## config.mk

```make
export PLATFORM = sky130hd
export DESIGN_NAME = command_watchdog_failsafe_fsm
export DESIGN_NICKNAME = d
export VERILOG_FILES = /design/src/cwf_pkg.sv /design/src/cwf_step.sv /design/src/command_watchdog_failsafe_fsm.sv
export SDC_FILE = /design/constraint.sdc
export NUM_CORES = 1
export LEC_CHECK = 0
export BUFFER_PORTS_ARGS = -buffer_cell sky130_fd_sc_hd__clkbuf_2
export CORE_MARGIN = 2
export CORE_UTILIZATION = 35
export CTS_CLUSTER_SIZE = 24
export DETAILED_ROUTE_END_ITERATION = 10
export GPL_ROUTABILITY_DRIVEN = 0
export GPL_TIMING_DRIVEN = 1
export PLACE_DENSITY = 0.59
export SLEW_MARGIN = 20
export SYNTH_ARGS = -nofsm -noshare
export SYNTH_HDL_FRONTEND = slang
export SYNTH_SLANG_ARGS = --single-unit
```

## constraint.sdc

```tcl
create_clock -name aclk -period 6.3 [get_ports aclk]
set_input_delay 0.315 -clock aclk [delete_from_list [all_inputs] [get_ports aclk]]
set_output_delay 0.315 -clock aclk [all_outputs]
set_load 0.05 [all_outputs]
```

## src/cwf_pkg.sv

```systemverilog
`timescale 1ns / 1ps
// ----------------------------------------------------------------------------
// cwf_pkg
// types and constants shared by the command watchdog failsafe fsm
// ----------------------------------------------------------------------------
package cwf_pkg;

    localparam int TIME_W   = 48;
    localparam int TMO_W    = 32;
    localparam int LIMIT_W  = 8;
    localparam int MODE_W   = 3;
    localparam int CFG_IDX_W = 2;

    localparam logic [TMO_W-1:0]   LINEAR_TMO_RST  = 32'd500000000;
    localparam logic [TMO_W-1:0]   ANGULAR_TMO_RST = 32'd100000000;
    localparam logic [LIMIT_W-1:0] HOLD_LIMIT_RST  = 8'd100;

    // configuration register indexes
    localparam logic [CFG_IDX_W-1:0] CFG_LINEAR_TMO  = 2'd0;
    localparam logic [CFG_IDX_W-1:0] CFG_ANGULAR_TMO = 2'd1;
    localparam logic [CFG_IDX_W-1:0] CFG_HOLD_LIMIT  = 2'd2;

    // flight modes
    localparam logic [MODE_W-1:0] MODE_POSITION = 3'd0;
    localparam logic [MODE_W-1:0] MODE_ATTITUDE = 3'd3;
    localparam logic [MODE_W-1:0] MODE_RATE     = 3'd4;

    typedef enum logic [1:0] {
        REQ_INIT    = 2'd0,
        REQ_SETMODE = 2'd1,
        REQ_COMMAND = 2'd2,
        REQ_TICK    = 2'd3
    } req_t;

    typedef enum logic [1:0] {
        ACT_NONE      = 2'd0,
        ACT_HEARTBEAT = 2'd1,
        ACT_LOITER    = 2'd2,
        ACT_LAND      = 2'd3
    } action_t;

    typedef enum logic [3:0] {
        ST_INIT     = 4'd0,
        ST_READY    = 4'd1,
        ST_POSITION = 4'd2,
        ST_VELOCITY = 4'd3,
        ST_ACCEL    = 4'd4,
        ST_ATTITUDE = 4'd5,
        ST_RATE     = 4'd6,
        ST_TIMEOUT  = 4'd7,
        ST_HOLD     = 4'd8,
        ST_FAILSAFE = 4'd9,
        ST_LAND     = 4'd10
    } state_t;

    typedef struct packed {
        req_t                req_type;
        logic [MODE_W-1:0]   mode_sel;
        logic [TIME_W-1:0]   now_ns;
    } item_t;

    typedef struct packed {
        state_t               server_state;
        logic [MODE_W-1:0]    prior_mode;
        logic [TIME_W-1:0]    last_cmd_time;
        logic [LIMIT_W-1:0]   hold_count;
    } wdog_state_t;

    typedef struct packed {
        logic [TMO_W-1:0]     linear_tmo;
        logic [TMO_W-1:0]     angular_tmo;
        logic [LIMIT_W-1:0]   hold_limit;
    } cfg_t;

    typedef struct packed {
        logic                 accepted;
        action_t              action;
        logic [MODE_W-1:0]    heartbeat_mode;
        state_t               state_code;
    } result_t;

    // mode state code sits two above the mode number
    function automatic state_t mode_to_state(input logic [MODE_W-1:0] mode);
        return state_t'({1'b0, mode} + 4'd2);
    endfunction

    function automatic logic [MODE_W-1:0] state_to_mode(input state_t st);
        logic [3:0] diff;
        diff = st - 4'd2;
        return diff[MODE_W-1:0];
    endfunction

endpackage

```

## src/cwf_step.sv

```systemverilog
`timescale 1ns / 1ps
// ----------------------------------------------------------------------------
// cwf_step
// next-state and result logic for one request of the watchdog
// ----------------------------------------------------------------------------
module cwf_step import cwf_pkg::*; (
    input  item_t       item,
    input  wdog_state_t cur,
    input  cfg_t        cfg,
    output wdog_state_t nxt,
    output result_t     res
);

    logic [TIME_W-1:0] elapsed;
    logic [MODE_W-1:0] cur_mode;
    logic [TMO_W-1:0]  cur_tmo;
    logic [TMO_W-1:0]  prior_tmo;
    logic              cur_stale;
    logic              prior_fresh;

    // wraps modulo 2^48
    assign elapsed   = item.now_ns - cur.last_cmd_time;
    assign cur_mode  = state_to_mode(cur.server_state);
    assign cur_tmo   = (cur_mode >= MODE_ATTITUDE) ? cfg.angular_tmo : cfg.linear_tmo;
    assign prior_tmo = (cur.prior_mode >= MODE_ATTITUDE) ? cfg.angular_tmo
                                                         : cfg.linear_tmo;
    assign cur_stale   = elapsed > {{(TIME_W-TMO_W){1'b0}}, cur_tmo};
    assign prior_fresh = elapsed < {{(TIME_W-TMO_W){1'b0}}, prior_tmo};

    always_comb begin
        nxt = cur;
        res = '0;
        res.action = ACT_NONE;
        if (item.req_type == REQ_INIT) begin
            if (cur.server_state == ST_INIT) begin
                nxt.server_state = ST_READY;
                res.accepted     = 1'b1;
            end
        end else if (cur.server_state != ST_INIT) begin
            unique case (item.req_type)
                REQ_SETMODE: begin
                    if (item.mode_sel <= MODE_RATE) begin
                        nxt.server_state  = mode_to_state(item.mode_sel);
                        nxt.last_cmd_time = item.now_ns;
                        res.accepted      = 1'b1;
                    end
                end
                REQ_COMMAND: begin
                    nxt.last_cmd_time = item.now_ns;
                    res.accepted      = 1'b1;
                end
                REQ_TICK: begin
                    res.accepted = 1'b1;
                    unique case (cur.server_state)
                        ST_POSITION: begin
                            res.action         = ACT_HEARTBEAT;
                            res.heartbeat_mode = MODE_POSITION;
                        end
                        ST_VELOCITY, ST_ACCEL, ST_ATTITUDE, ST_RATE: begin
                            if (cur_stale) begin
                                nxt.prior_mode   = cur_mode;
                                nxt.server_state = ST_TIMEOUT;
                            end else begin
                                res.action         = ACT_HEARTBEAT;
                                res.heartbeat_mode = cur_mode;
                            end
                        end
                        ST_TIMEOUT: begin
                            res.action       = ACT_LOITER;
                            nxt.hold_count   = '0;
                            nxt.server_state = ST_HOLD;
                        end
                        ST_HOLD: begin
                            nxt.hold_count = cur.hold_count + 8'd1;
                            if (cur.hold_count > cfg.hold_limit) begin
                                nxt.server_state = ST_FAILSAFE;
                            end else if (cur.prior_mode <= MODE_RATE && prior_fresh) begin
                                nxt.server_state = mode_to_state(cur.prior_mode);
                            end
                        end
                        ST_FAILSAFE: begin
                            res.action       = ACT_LAND;
                            nxt.server_state = ST_LAND;
                        end
                        default: begin
                            // ready and landed: tick does nothing
                        end
                    endcase
                end
                default: begin
                end
            endcase
        end
        res.state_code = nxt.server_state;
    end

endmodule

```

## src/command_watchdog_failsafe_fsm.sv

```systemverilog
`timescale 1ns / 1ps
// ----------------------------------------------------------------------------
// command_watchdog_failsafe_fsm
// watchdog over a command stream with loiter hold and failsafe landing
// ----------------------------------------------------------------------------
// usage
//   requests (init, set mode, command arrived, tick, each with the time in
//   ns) enter on the s_ valid/ready channel; one result per request leaves
//   on the m_ valid/ready channel, in order
//   configuration: cfg_we writes cfg_wdata into register cfg_index
//   (0 linear timeout, 1 angular timeout, 2 hold tick limit); other
//   indexes are ignored; write only while no request is in flight
//   stages: input register, then result register
//   throughput: one request per cycle while unstalled; the watchdog state
//   is read and written by the single step stage: each sees the last one
//   reset (aresetn low, synchronous): state to init, timers and counters
//   cleared, configuration to its defaults, both channels empty
//   stall: while m_ready is low the result register holds; the input
//   register still takes one request, then s_ready drops
// ----------------------------------------------------------------------------
module command_watchdog_failsafe_fsm import cwf_pkg::*; (
    input  logic                  aclk,
    input  logic                  aresetn,
    // configuration
    input  logic                  cfg_we,
    input  logic [CFG_IDX_W-1:0]  cfg_index,
    input  logic [TMO_W-1:0]      cfg_wdata,
    // request channel
    input  logic                  s_valid,
    output logic                  s_ready,
    input  logic [1:0]            s_req_type,
    input  logic [MODE_W-1:0]     s_mode_sel,
    input  logic [TIME_W-1:0]     s_now_ns,
    // result channel
    output logic                  m_valid,
    input  logic                  m_ready,
    output logic                  m_accepted,
    output logic [1:0]            m_action,
    output logic [MODE_W-1:0]     m_heartbeat_mode,
    output logic [3:0]            m_state_code
);

    // configuration registers
    cfg_t        cfg_reg;

    // input register stage
    logic        in_valid_reg;
    item_t       in_item_reg;

    // watchdog state
    wdog_state_t wd_reg;
    wdog_state_t wd_next;

    // result register stage
    logic        out_valid_reg;
    result_t     out_reg;
    result_t     step_res;

    logic        advance;   // result slot free this cycle
    logic        fire;      // step stage commits a request

    assign advance = !out_valid_reg || m_ready;
    assign fire    = in_valid_reg && advance;
    assign s_ready = !in_valid_reg || advance;

    always_ff @(posedge aclk) begin
        if (!aresetn) begin
            cfg_reg.linear_tmo  <= LINEAR_TMO_RST;
            cfg_reg.angular_tmo <= ANGULAR_TMO_RST;
            cfg_reg.hold_limit  <= HOLD_LIMIT_RST;
        end else if (cfg_we) begin
            unique case (cfg_index)
                CFG_LINEAR_TMO:  cfg_reg.linear_tmo  <= cfg_wdata;
                CFG_ANGULAR_TMO: cfg_reg.angular_tmo <= cfg_wdata;
                CFG_HOLD_LIMIT:  cfg_reg.hold_limit  <= cfg_wdata[LIMIT_W-1:0];
                default: begin
                    // index outside the register list
                end
            endcase
        end
    end

    // input register: payload loads whenever a request is taken
    always_ff @(posedge aclk) begin
        if (!aresetn) begin
            in_valid_reg <= 1'b0;
        end else if (s_ready) begin
            in_valid_reg <= s_valid;
        end
    end

    always_ff @(posedge aclk) begin
        if (s_valid && s_ready) begin
            in_item_reg.req_type <= req_t'(s_req_type);
            in_item_reg.mode_sel <= s_mode_sel;
            in_item_reg.now_ns   <= s_now_ns;
        end
    end

    cwf_step u_step (
        .item (in_item_reg),
        .cur  (wd_reg),
        .cfg  (cfg_reg),
        .nxt  (wd_next),
        .res  (step_res)
    );

    // watchdog state commits together with the result load
    always_ff @(posedge aclk) begin
        if (!aresetn) begin
            wd_reg.server_state  <= ST_INIT;
            wd_reg.prior_mode    <= '0;
            wd_reg.last_cmd_time <= '0;
            wd_reg.hold_count    <= '0;
        end else if (fire) begin
            wd_reg <= wd_next;
        end
    end

    // result register
    always_ff @(posedge aclk) begin
        if (!aresetn) begin
            out_valid_reg <= 1'b0;
        end else if (advance) begin
            out_valid_reg <= in_valid_reg;
        end
    end

    always_ff @(posedge aclk) begin
        if (fire) begin
            out_reg <= step_res;
        end
    end

    assign m_valid          = out_valid_reg;
    assign m_accepted       = out_reg.accepted;
    assign m_action         = out_reg.action;
    assign m_heartbeat_mode = out_reg.heartbeat_mode;
    assign m_state_code     = out_reg.state_code;

endmodule
```

Word-level counts from Yosys, hierarchy flattened
Cells that the tools add are included.
{ "word_totals": {"reg_bits": 200, "inputBits": 92, "output_inout_bits": 12, "word_cells": 95} }
{ "op_classes": {"n_addsub": 5, "magnitude_cmp": 7, "n_eq_ne": 14, "muxes": 26, "bitwise": 4, "reduce_logical": 23} }
{ "op_table": {"columns": ["op", "count"], "rows": [
  ["one-hot mux 48 bit (2 select lines)", 1],
  ["2-to-1 mux 32 bit", 2],
  ["2-to-1 mux 63 bit", 1],
  ["greater-than comparator 48 x 32 -> 1 bit", 1],
  ["< comparator 48 x 32 -> 1 bit", 1],
  ["2-to-1 mux 48 bit", 1],
  ["subtractor 48 bit", 1],
  ["2-to-1 mux 4 bit", 6],
  ["equality test 4 x 3 -> 1 bit (second input constant)", 4],
  ["one-hot mux 4 bit (4 select lines)", 1],
  ["one-hot mux 8 bit (2 select lines)", 1],
  ["AND reduction 5 bit", 2],
  ["2-to-1 mux 3 bit", 3],
  ["adder 3 x 2 -> 4 bit (second input constant)", 2],
  ["adder 8 x 1 -> 8 bit (second input constant)", 1],
  ["equality test 4 x 2 -> 1 bit (second input constant)", 2],
  ["equality test 4 bit (second input constant)", 2],
  ["greater-than comparator 8 bit", 1],
  ["2-to-1 mux 8 bit", 1],
  ["one-hot mux 2 bit (4 select lines)", 1],
  ["one-hot mux 4 bit (2 select lines)", 1],
  ["2-to-1 mux 7 bit", 1],
  ["equality test 2 bit (second input constant)", 3],
  [">= comparator 3 x 2 -> 1 bit (second input constant)", 2],
  ["22 further kinds", 37]
]} }

Depth between registers and ports, before layout
Gate-level depths: netlist (run 1).
{ "logic_depth": {"depth_word": 10, "depth_mapped": 25, "depth_no_buf": 25} }

By module
Synthesis (run 1) repeated with hierarchy kept, for this count alone.
{ "hier_totals": {"hier_cells": 1640, "hier_area_um2": 13914.6} }
{ "by_module_without_submodules": {"columns": ["module", "n_inst", "cells_per_inst", "area_per_inst_um2", "seq_area_each_um2"], "rows": [
  ["cwf_step", 1, 1001, 6976.7, 0.0],
  ["command_watchdog_failsafe_fsm", 1, 639, 6937.9, 4634.4]
]} }

Worst setup path before layout (run 1)
Ideal clock, no wire load.
{ "synth_timing": {"path_kind": "register -> register", "startpoint": "reg in_item_reg[11] (netlist bit)", "endpoint": "reg out_reg, in the netlist m_state_code[0] (data pin)", "setup_ps": 262, "t_arrival_ps": 4960, "required_ps": 6038, "path_slack_ps": 1079, "path_stages_with_launch": 25, "path_buffers": 0, "period_less_slack_ps": 5221, "cell_sequence": "edfxtp_1 -> ha_1 -> a21oi_1 -> a21boi_0 -> a311o_1 -> or2_2 -> a21oi_1 -> o21a_1 -> o21ai_0 -> a21o_1 -> a21oi_1 -> xnor2_1 -> ha_1 -> a21oi_1 -> nor2_1 -> a211oi_1 -> o21ai_0 -> a221oi_1 -> a31oi_1 -> a211o_1 -> or4b_4 -> or2_4 -> a31o_1 -> a21oi_1 -> nor3_1"} }
{ "synth_lines": {"columns": ["item", "line", "rtl"], "rows": [
  ["start: declaration", "command_watchdog_failsafe_fsm.sv:48", "item_t in_item_reg;"],
  ["end signal: assignment", "command_watchdog_failsafe_fsm.sv:131", "out_reg <= step_res;"],
  ["end: declaration", "command_watchdog_failsafe_fsm.sv:56", "result_t out_reg;"]
]} }

==> flow_summary.yaml, run 1 <==
die:
  rows: 70
  die_y_um: 196
  die_w_um: 196
  coreArea_um2: 36400
  start_util_pct: 35.3
  dieArea_um2: 38300
  io_pins: 104
global_route:
  grt_start_max_net_pins: 71
  grt_overflow_total: 0
  grt_use_total_pct: 18.5
  antenna_found_initial: 1
  grt_pass1_vias: 10500
  grt_pass1_wl_um: 56500
timing:
  fin_setup_tns_ns: 0
  worstMarginPinSlew_ns: 0.927
  layout_min_cycle_time_ns: 5.83
  hold_slack_ns: 0.0285
  slew-limit-headroom_pct: 36.6
  fin_skew_ns: 0.0168
  hold_viol_final: 0
  slew_viol_final: 0
  fin_ws_ns: 0.466
  rsz0062_at_grt: "no"
  max_clock_freq_mhz: 171
  finalSetupViolations: 0
  fin_crit_sh_pct: 92.6
min_path:
  hold_start: "s_now_ns[13]"
  hold_class: "in -> reg"
logic_synthesis:
  synth_flop_cell: "dfxtp_1"
  synthesis.area_um2: 12900
  synth_top_area_share_pct: 21.3
  ys.warnings.count: 0
  synth-seq-cells: 200
  syn_area_per_cell_um2: 8.34
  synth_area_leaders: "dfxtp_1, edfxtp_1, ha_1"
  synth-seq-area-share_pct: 36.0
  synthCells: 1543
  post-synth-top-area-cell: "dfxtp_1"
  async_flop_share_pct: 0
  synthDistinctLibCells: 77
  syn_nets: 1759
  synth_edf_count: 63
clocking:
  cts_sinks: 200
  ctsHoldBuffers: 0
  cts_setup_buffers: 0
  htree_levels: 4
  cts_made_buffers: 17
  root_buffer: "clkbuf_16"
  cts.clk_slew.worst_paths_ns: 0.08
  tritoncts: "yes"
  clk_path_buf_depth: 2
  insertion_delay_ns: 0.46
route:
  drc: 0
  postRouteAntennaNets: 0
  dr_total_vias: 11200
  totalWireLength_um: 35400
  avgRoutedWirePerCell_um: 17.0
  via_per_inst: 5.37
  drt_iter0_markers: 767
  drt-pass1-iter-count: 5
final_layout:
  layout-drive-gt1-share_pct: 10.9
  diodes: 0
  syn2layout_area_growth_pct: 11.6
  final_nets: 1820
  largest_register_ffs: 72
  design_area_um2: 14400
power:
  irDropWorstVdd_mv: 0.184
  intPower_w: 0.00219
  swShare_pct: 30.6
  power_w: 0.00315
  p_switching_w: 0.000963
  power_frac_seq_pct: 44.9
  pwr-share-clk_pct: 34.3
  p_per_area_nw_per_um2: 219
  pwr-share-comb_pct: 20.8
  p_leak_nw: 5.70
critical_path:
  endpoint_kind: "flip-flop"
  cp_max_fo: 7
  crit_path_start_kind: "flip-flop"
  timing.rr.start: "in_item_reg[8]"
  arrival_ns: 6.03
  regToRegSetupSlack_ns: 0.47
  worstSetupPathType: "reg -> reg"
  worstSetupStartpoint: "in_item_reg[8]"
  required_ns: 6.49
place:
  preCtsSetupSlack_ns: 0.476
  portBuffers: 103
  dpl.hpwl_um: 26700
  postPlaceCellArea_um2: 13800
job:
  maxCapViolCount: 0
status:
  status: "finished clean"
## worst paths after layout
| check | cells past startpoint | to |
|---|---|---|
| max | 24 | m_state_code[1] |
| max reg2reg | 24 | m_state_code[1] |
| min reg2reg | 2 | wd_reg[28] |
| min | 1 | in_item_reg[13] |
## Yosys cell counts (all sizes together) (3+ instances only)
| cell | count |
|---|---|
| nand2 | 303 |
| a21oi | 183 |
| dfxtp | 137 |
| ha | 123 |
| nor2 | 84 |
| inv | 74 |
| mux2i | 72 |
| edfxtp | 63 |
| o21ai | 61 |
| nand3 | 56 |
| clkbuf | 53 |
| nand4 | 32 |
| a21o | 31 |
| xnor2 | 24 |
| nor3 | 19 |
| buf | 17 |
| xor2 | 17 |
| o21a | 14 |
| a31oi | 13 |
| and3 | 12 |
| nand2b | 12 |
| a211oi | 11 |
| and2 | 11 |
| nor4 | 10 |
| o211ai | 10 |
| o21bai | 8 |
| and4 | 7 |
| nor2b | 7 |
| a221oi | 6 |
| o2111ai | 6 |
| or4 | 5 |
| a22oi | 4 |
| mux2 | 4 |
| o211a | 4 |
| o31ai | 4 |
| or2 | 4 |
| or3 | 4 |
| a2bb2oi | 3 |
| o221ai | 3 |
| o22ai | 3 |
## final cells by class
cell class | instances | area (um^2)
fill | 3712 | 22100
multi-input combinational | 1199 | 7710
sequential | 200 | 4630
tap | 468 | 586
timing repair buffer | 112 | 583
clock buffer | 20 | 479
inverter | 74 | 278
clock inverter | 12 | 87.6
## metrics by stage
step                      instances  util (%)
after floorplan                1543         -
final                          2085      39.4
after CTS                      2085      39.4
after global routing           2085      39.4
after global placement         2053      37.8
after detailed placement       2053      37.8
## worst max-delay path, cell delays in order, from the launching register on
cell,delay [ns]
edfxtp_1,0.40
ha_1,0.41
a21oi_1,0.17
o21ai_1,0.14
a311o_1,0.44
or2_2,0.35
a21oi_1,0.23
o21a_1,0.18
o21ai_0,0.12
a21o_1,0.21
a21oi_1,0.17
xnor2_1,0.18
ha_1,0.28
a21oi_1,0.15
nor2_1,0.05
a211oi_1,0.15
o21ai_0,0.09
a221oi_1,0.24
a31oi_1,0.11
a211o_1,0.27
or4b_4,0.51
nor3_4,0.18
o41ai_1,0.10
a221oi_2,0.32
nor2_1,0.08
## power by group through the flow
stage | Clock (W) | Sequential [W] | Combinational, W
finish | 0.00108 | 0.00141 | 0.000656
global route | 0.00116 | 0.00142 | 0.000738
CTS | 0.00111 | 0.00141 | 0.000654
detailed placement | 0 | 0.00144 | 0.000650
global placement | 0 | 0.00144 | 0.000640
floorplan | 0 | 0.00144 | 0.000455
## per-layer routing
layer | global-route usage, % | share of wire, %
met1 | 24.9 | 47
met2 | 30.3 | 47
met4 | 5.81 | 2.2
met5 | 0 | 0.034
met3 | 3.35 | 4.7
## timing repair
action,CTS,global route
endpoints found under the setup margin,0,3
endpoints found under the hold margin,0,0
resized for setup,0,2
## layout by cell type (no fill, tap or decap), types with 50 or more instances in the layout
cell type / count
inv_1: 73
mux2i_1: 72
clkbuf_2: 103
a21oi_1: 179
nor2_1: 81
dfxtp_1: 137
edfxtp_1: 63
ha_1: 123
nand3_1: 55
o21ai_0: 50
nand2_1: 303
## kinds of logic (layout without fill, tap and decap cells)
family,Yosys count,after routing,synth area share [%]
buffers and inverters,144,218,4.47
AOI/OAI and AO/OA,383,383,18.3
and+or+nand+nor,575,575,20.4
adders and majority gates,124,124,12.1
DFF,200,200,36.0
xor gates and xnor gates,41,41,2.79
muxes,76,76,5.95
Note: power is estimated with default switching activity, not from simulation.
==> inputs of run 2 (changes only) <==
- CORE_MARGIN: 2 -> 10
==> flow_summary.yaml, run 2 (synthesized netlist as in run 1, its figures left out) <==
global_route:
  grt_overflow_total: 0
  grt_pass1_vias: 10900
  antenna_found_initial: 0
  grt_use_total_pct: 16.1
  grt_start_max_net_pins: 58
  grt_pass1_wl_um: 58000
clocking:
  ctsHoldBuffers: 0
  htree_levels: 4
  cts.clk_slew.worst_paths_ns: 0.08
  insertion_delay_ns: 0.44
  root_buffer: "clkbuf_16"
  tritoncts: "yes"
  cts_setup_buffers: 0
  cts_made_buffers: 17
  clk_path_buf_depth: 2
  cts_sinks: 200
  cts_resized: 0
final_layout:
  layout_common_cells: "nand2_1, a21oi_1, dfxtp_1"
  syn2layout_area_growth_pct: 11.3
  diodes: 0
  utilization_pct: 39.3
  fill_cells: 3752
  largest_register_ffs: 72
  final_nets: 1818
  layout-drive-gt1-share_pct: 10.9
  instances_no_fill: 2083
  final_common_cell: "nand2_1"
critical_path:
  worstSetupPathType: "reg -> reg"
  crit_path_start_kind: "flip-flop"
  r2r_cells: 24
  cp_max_fo: 7
  arrival_ns: 6.17
  endpoint_kind: "flip-flop"
  required_ns: 6.50
route:
  via_per_inst: 5.38
  postRouteAntennaNets: 0
  drc: 0
  drt-pass1-iter-count: 5
  drt_iter0_markers: 734
  dr_total_vias: 11200
  avgRoutedWirePerCell_um: 17.3
  totalWireLength_um: 36000
timing:
  finalSetupViolations: 0
  hold_viol_final: 0
  worstMarginPinSlew_ns: 1.05
  max_clock_freq_mhz: 167
  rsz0062_at_grt: "no"
  fin_skew_ns: 0.0112
  fin_setup_tns_ns: 0
  layout_min_cycle_time_ns: 5.97
  slew-limit-headroom_pct: 28.5
  hold_slack_ns: 0.0368
  fin_crit_sh_pct: 94.8
  slew_viol_final: 0
die:
  rows: 70
  die_w_um: 212
  dieArea_um2: 44800
  start_util_pct: 35.3
  io_pins: 104
  coreArea_um2: 36400
  die_y_um: 212
power:
  p_per_area_nw_per_um2: 218
  p_leak_nw: 5.67
  irDropWorstVdd_mv: 0.185
min_path:
  hold_class: "in -> reg"
  holdPathStages: 1
status:
  status: "finished clean"
job:
  maxCapViolCount: 0
place:
  placed_cells: 2051
  portBuffers: 103
  dpl.hpwl_um: 27500
==> run 2: final timing paths <==
path	to	from	slack [ns]
setup / recovery	m_state_code[1]	in_item_reg[11]	0.33
hold reg to reg	wd_reg[29]	wd_reg[29]	0.45
setup reg to reg	m_state_code[1]	in_item_reg[11]	0.33
hold / removal	in_item_reg[2]	s_now_ns[2]	0.04
==> run 2: worst max-delay path, stage by stage (launching register included) <==
cell and delay, ns:
edfxtp_1 0.40, ha_1 0.41, a21oi_1 0.31, a21boi_0 0.14, a311o_1 0.39, or2_2 0.35, a21oi_1 0.27, o21a_1 0.18
o21ai_0 0.12, a21o_1 0.21, a21oi_1 0.16, xnor2_1 0.19, ha_1 0.29, a21oi_1 0.15, nor2_1 0.05, a211oi_1 0.14
o21ai_0 0.10, a221oi_1 0.25, a31oi_1 0.11, a211o_1 0.27, or4b_4 0.50, nor3_2 0.21, o41ai_1 0.12, a221oi_2 0.32
nor2_1 0.07
==> run 2: stage by stage <==
stage          instance area [um^2]  total power, W  setup slack (ns)
2_1_floorplan                 12900         0.00190              1.08
3_3_place_gp                  13800         0.00208             0.590
3_5_place_dp                  13800         0.00209             0.441
4_1_cts                       14300         0.00315             0.420
5_1_grt                       14300         0.00329            0.0693
6_report                      14300         0.00312             0.328
==> run 2: layout make-up <==
cell class	count	area, um^2	area share (%)
multi-input combinational	1199	7700	53.8
sequential	200	4630	32.4
tap	468	586	4.09
timing repair buffer	110	568	3.97
clock buffer	20	457	3.19
inverter	74	279	1.95
clock inverter	12	90.1	0.629
==> run 2: routing by layer <==
| metal | up-vias | track usage, % | wire length (um) |
|---|---|---|---|
| met5 | - | 0 | 0 |
| li1 | 5624 | - | - |
| met2 | 283 | 27.4 | 17200 |
| met1 | 5270 | 20.5 | 16500 |
| met3 | 26 | 3.18 | 1780 |
| met4 | 0 | 4.02 | 542 |
==> run 2: power breakdown <==
group          leakage, nW  total, W  switching [W]  internal [W]
clock                0.277   0.00105       0.000519      0.000533
sequential            1.73   0.00141      0.0000344       0.00138
combinational         3.67  0.000656       0.000406      0.000250
total                 5.67   0.00312       0.000959       0.00216
==> inputs of run 3 (changes only) <==
- ABC_AREA: not set -> 1
==> flow_summary.yaml, run 3 <==
logic_synthesis:
  syn_nets: 2298
  synthAdderAreaFrac_pct: 11.2
  synth_edf_count: 63
  synth-seq-cells: 200
  synth-seq-area-share_pct: 33.4
  post-synth-top-area-cell: "dfxtp_1"
  synth.mux.area_fraction_pct: 0
  yosys.area_share.xor_xnor_pct: 1.96
  synthCells: 2082
  synth_flop_cell: "dfxtp_1"
  async_flop_share_pct: 0
  synth_most_common_cell: "nand2_1"
  synth_compound_area_share_pct: 14.7
  synth_top_family_by_area: "simple AND/OR/NAND/NOR gates"
  synth_top_cells_by_count: "nand2_1, inv_1, o21ai_0"
  synthDistinctLibCells: 43
  synthesis.area_um2: 13900
  synth_area_leaders: "dfxtp_1, nand2_1, edfxtp_1"
  synthSimpleGateAreaFrac_pct: 27.6
  ys.warnings.count: 0
  synth_top_area_share_pct: 19.8
  syn_area_per_cell_um2: 6.67
final_layout:
  largest_register_ffs: 72
  syn2layout_area_growth_pct: 12.3
  utilization_pct: 40.1
  layout-drive-gt1-share_pct: 8.49
  diodes: 0
  fill_cells: 4124
  layout_common_cells: "nand2_1, inv_1, o21ai_0"
  final_nets: 2382
  final_common_cell: "nand2_1"
route:
  drt_iter0_markers: 900
  postRouteAntennaNets: 0
  avgRoutedWirePerCell_um: 14.9
  via_per_inst: 4.89
  totalWireLength_um: 40200
  drc: 0
  drt-pass1-iter-count: 5
  dr_total_vias: 13200
clocking:
  clk_path_buf_depth: 2
  insertion_delay_ns: 0.47
  tritoncts: "yes"
  cts_sinks: 200
  htree_levels: 4
  ctsHoldBuffers: 4
  cts.clk_slew.worst_paths_ns: 0.09
  cts_made_buffers: 17
  cts_resized: 0
  root_buffer: "clkbuf_16"
  cts_setup_buffers: 0
power:
  pwr-share-clk_pct: 31.6
  irDropWorstVdd_mv: 0.127
  intPower_w: 0.00231
  swShare_pct: 36.4
  p_leak_nw: 7.66
  p_per_area_nw_per_um2: 233
  pwr-share-comb_pct: 29.0
  power_frac_seq_pct: 39.4
  p_switching_w: 0.00132
place:
  portBuffers: 103
  dpl.hpwl_um: 31600
timing:
  worstMarginPinSlew_ns: 0.876
  hold_viol_final: 0
  fin_crit_sh_pct: 75.8
  fin_setup_tns_ns: 0
  max_clock_freq_mhz: 209
  slew_viol_final: 0
  finalSetupViolations: 0
  layout_min_cycle_time_ns: 4.78
  slew-limit-headroom_pct: 41.6
  fin_skew_ns: 0.0163
  rsz0062_at_grt: "no"
job:
  maxCapViolCount: 0
critical_path:
  cp_top_family: "simple AND/OR/NAND/NOR gates"
  cp_max_fo: 5
  endpoint_kind: "flip-flop"
  crit_path_top_delay_cell: "fa_1"
  worstSetupPathType: "reg -> reg"
  crit_path_start_kind: "flip-flop"
  cp_common_cell: "nand2_1"
  arrival_ns: 5.01
  cpPeakStageDelay_ns: 0.45
  required_ns: 6.54
  critPathBufInv: 3
die:
  coreArea_um2: 38900
  rows: 72
  die_w_um: 219
  die_y_um: 219
  start_util_pct: 35.7
  dieArea_um2: 48000
  io_pins: 104
global_route:
  grt_start_max_net_pins: 121
  grt_use_total_pct: 16.7
  antenna_found_initial: 1
  grt_pass1_vias: 12300
  grt_overflow_total: 0
  grt_pass1_wl_um: 64600
min_path:
  hold_class: "in -> reg"
status:
  status: "finished clean"
run 3: changes by cell type after synthesis, sizes merged, moves of 11 or more:
cell,before,now
buf,17,6
nand2,303,624
o21a,14,3
xnor2,24,8
a21oi,183,161
o21ai,61,185
mux2i,72,0
and3,12,1
nor2,84,166
inv,74,360
a21o,31,2
nand2b,12,0
nand3,56,74
run 3: worst reg2reg max path, delay by kind of cell, from the launching register on:
kind / cells / cell delay, ns
AO/OA/AOI/OAI: 4 / 1.16
adder cells (fa/ha/maj): 3 / 0.88
flip-flops: 1 / 0.36
XOR/XNOR: 1 / 0.25
buffers and inverters: 3 / 0.23
AND/OR/NAND/NOR: 17 / 1.67
run 3: cell type report:
class | instances | area [um^2] | area share [%]
clock inverter | 14 | 176 | 1.13
sequential | 200 | 4630 | 29.7
tap | 518 | 648 | 4.16
inverter | 361 | 1360 | 8.69
multi-input combinational | 1471 | 7720 | 49.5
timing repair buffer | 115 | 622 | 3.99
clock buffer | 18 | 439 | 2.82
run 3: path summary, 6_finish.rpt:
path,from,to,slack [ns],cells after the start
max,in_item_reg[0],m_state_code[3],1.52,28
min,s_now_ns[6],in_item_reg[6],0.02,1
max reg2reg,in_item_reg[0],m_state_code[3],1.52,28
min reg2reg,wd_reg[23],wd_reg[23],0.46,2
run 3: per-stage QoR:
| step | instances | power, W | instance area, um^2 | hold slack (ns) | setup WS (ns) |
|---|---|---|---|---|---|
| detailed placement | 2661 | 0.00250 | 14900 | 0.452 | 1.59 |
| CTS | 2697 | 0.00366 | 15600 | 0.00169 | 1.55 |
| global placement | 2661 | 0.00248 | 14900 | 0.443 | 1.69 |
| global route | 2697 | 0.00386 | 15600 | 0.00207 | 0.851 |
| floorplan | 2082 | 0.00219 | 13900 | 0.414 | 2.40 |
| finish | 2697 | 0.00363 | 15600 | 0.0219 | 1.52 |
run 3: metal layers:
layer	routed length, um	vias up	global-route usage, %
met2	18200	305	27.0
met3	1910	45	2.70
met4	901	2	5.65
met5	13	-	0
li1	-	6839	-
met1	19200	6008	22.2
run 3: cell families (layout without fill, tap and decap cells):
family | count (synthesis) | count (layout)
simple gates | 929 | 929
buf+inv | 411 | 508
compound gates | 387 | 387
flops | 200 | 200
fa+ha+maj | 124 | 124
xor+xnor | 31 | 31
run 3: power groups by stage:
stage,registers (W),logic [W],clock network [W]
2_1_floorplan,0.00146,0.000730,0
3_3_place_gp,0.00146,0.00102,0
3_5_place_dp,0.00146,0.00104,0
4_1_cts,0.00143,0.00105,0.00118
5_1_grt,0.00144,0.00120,0.00122
6_report,0.00143,0.00105,0.00115
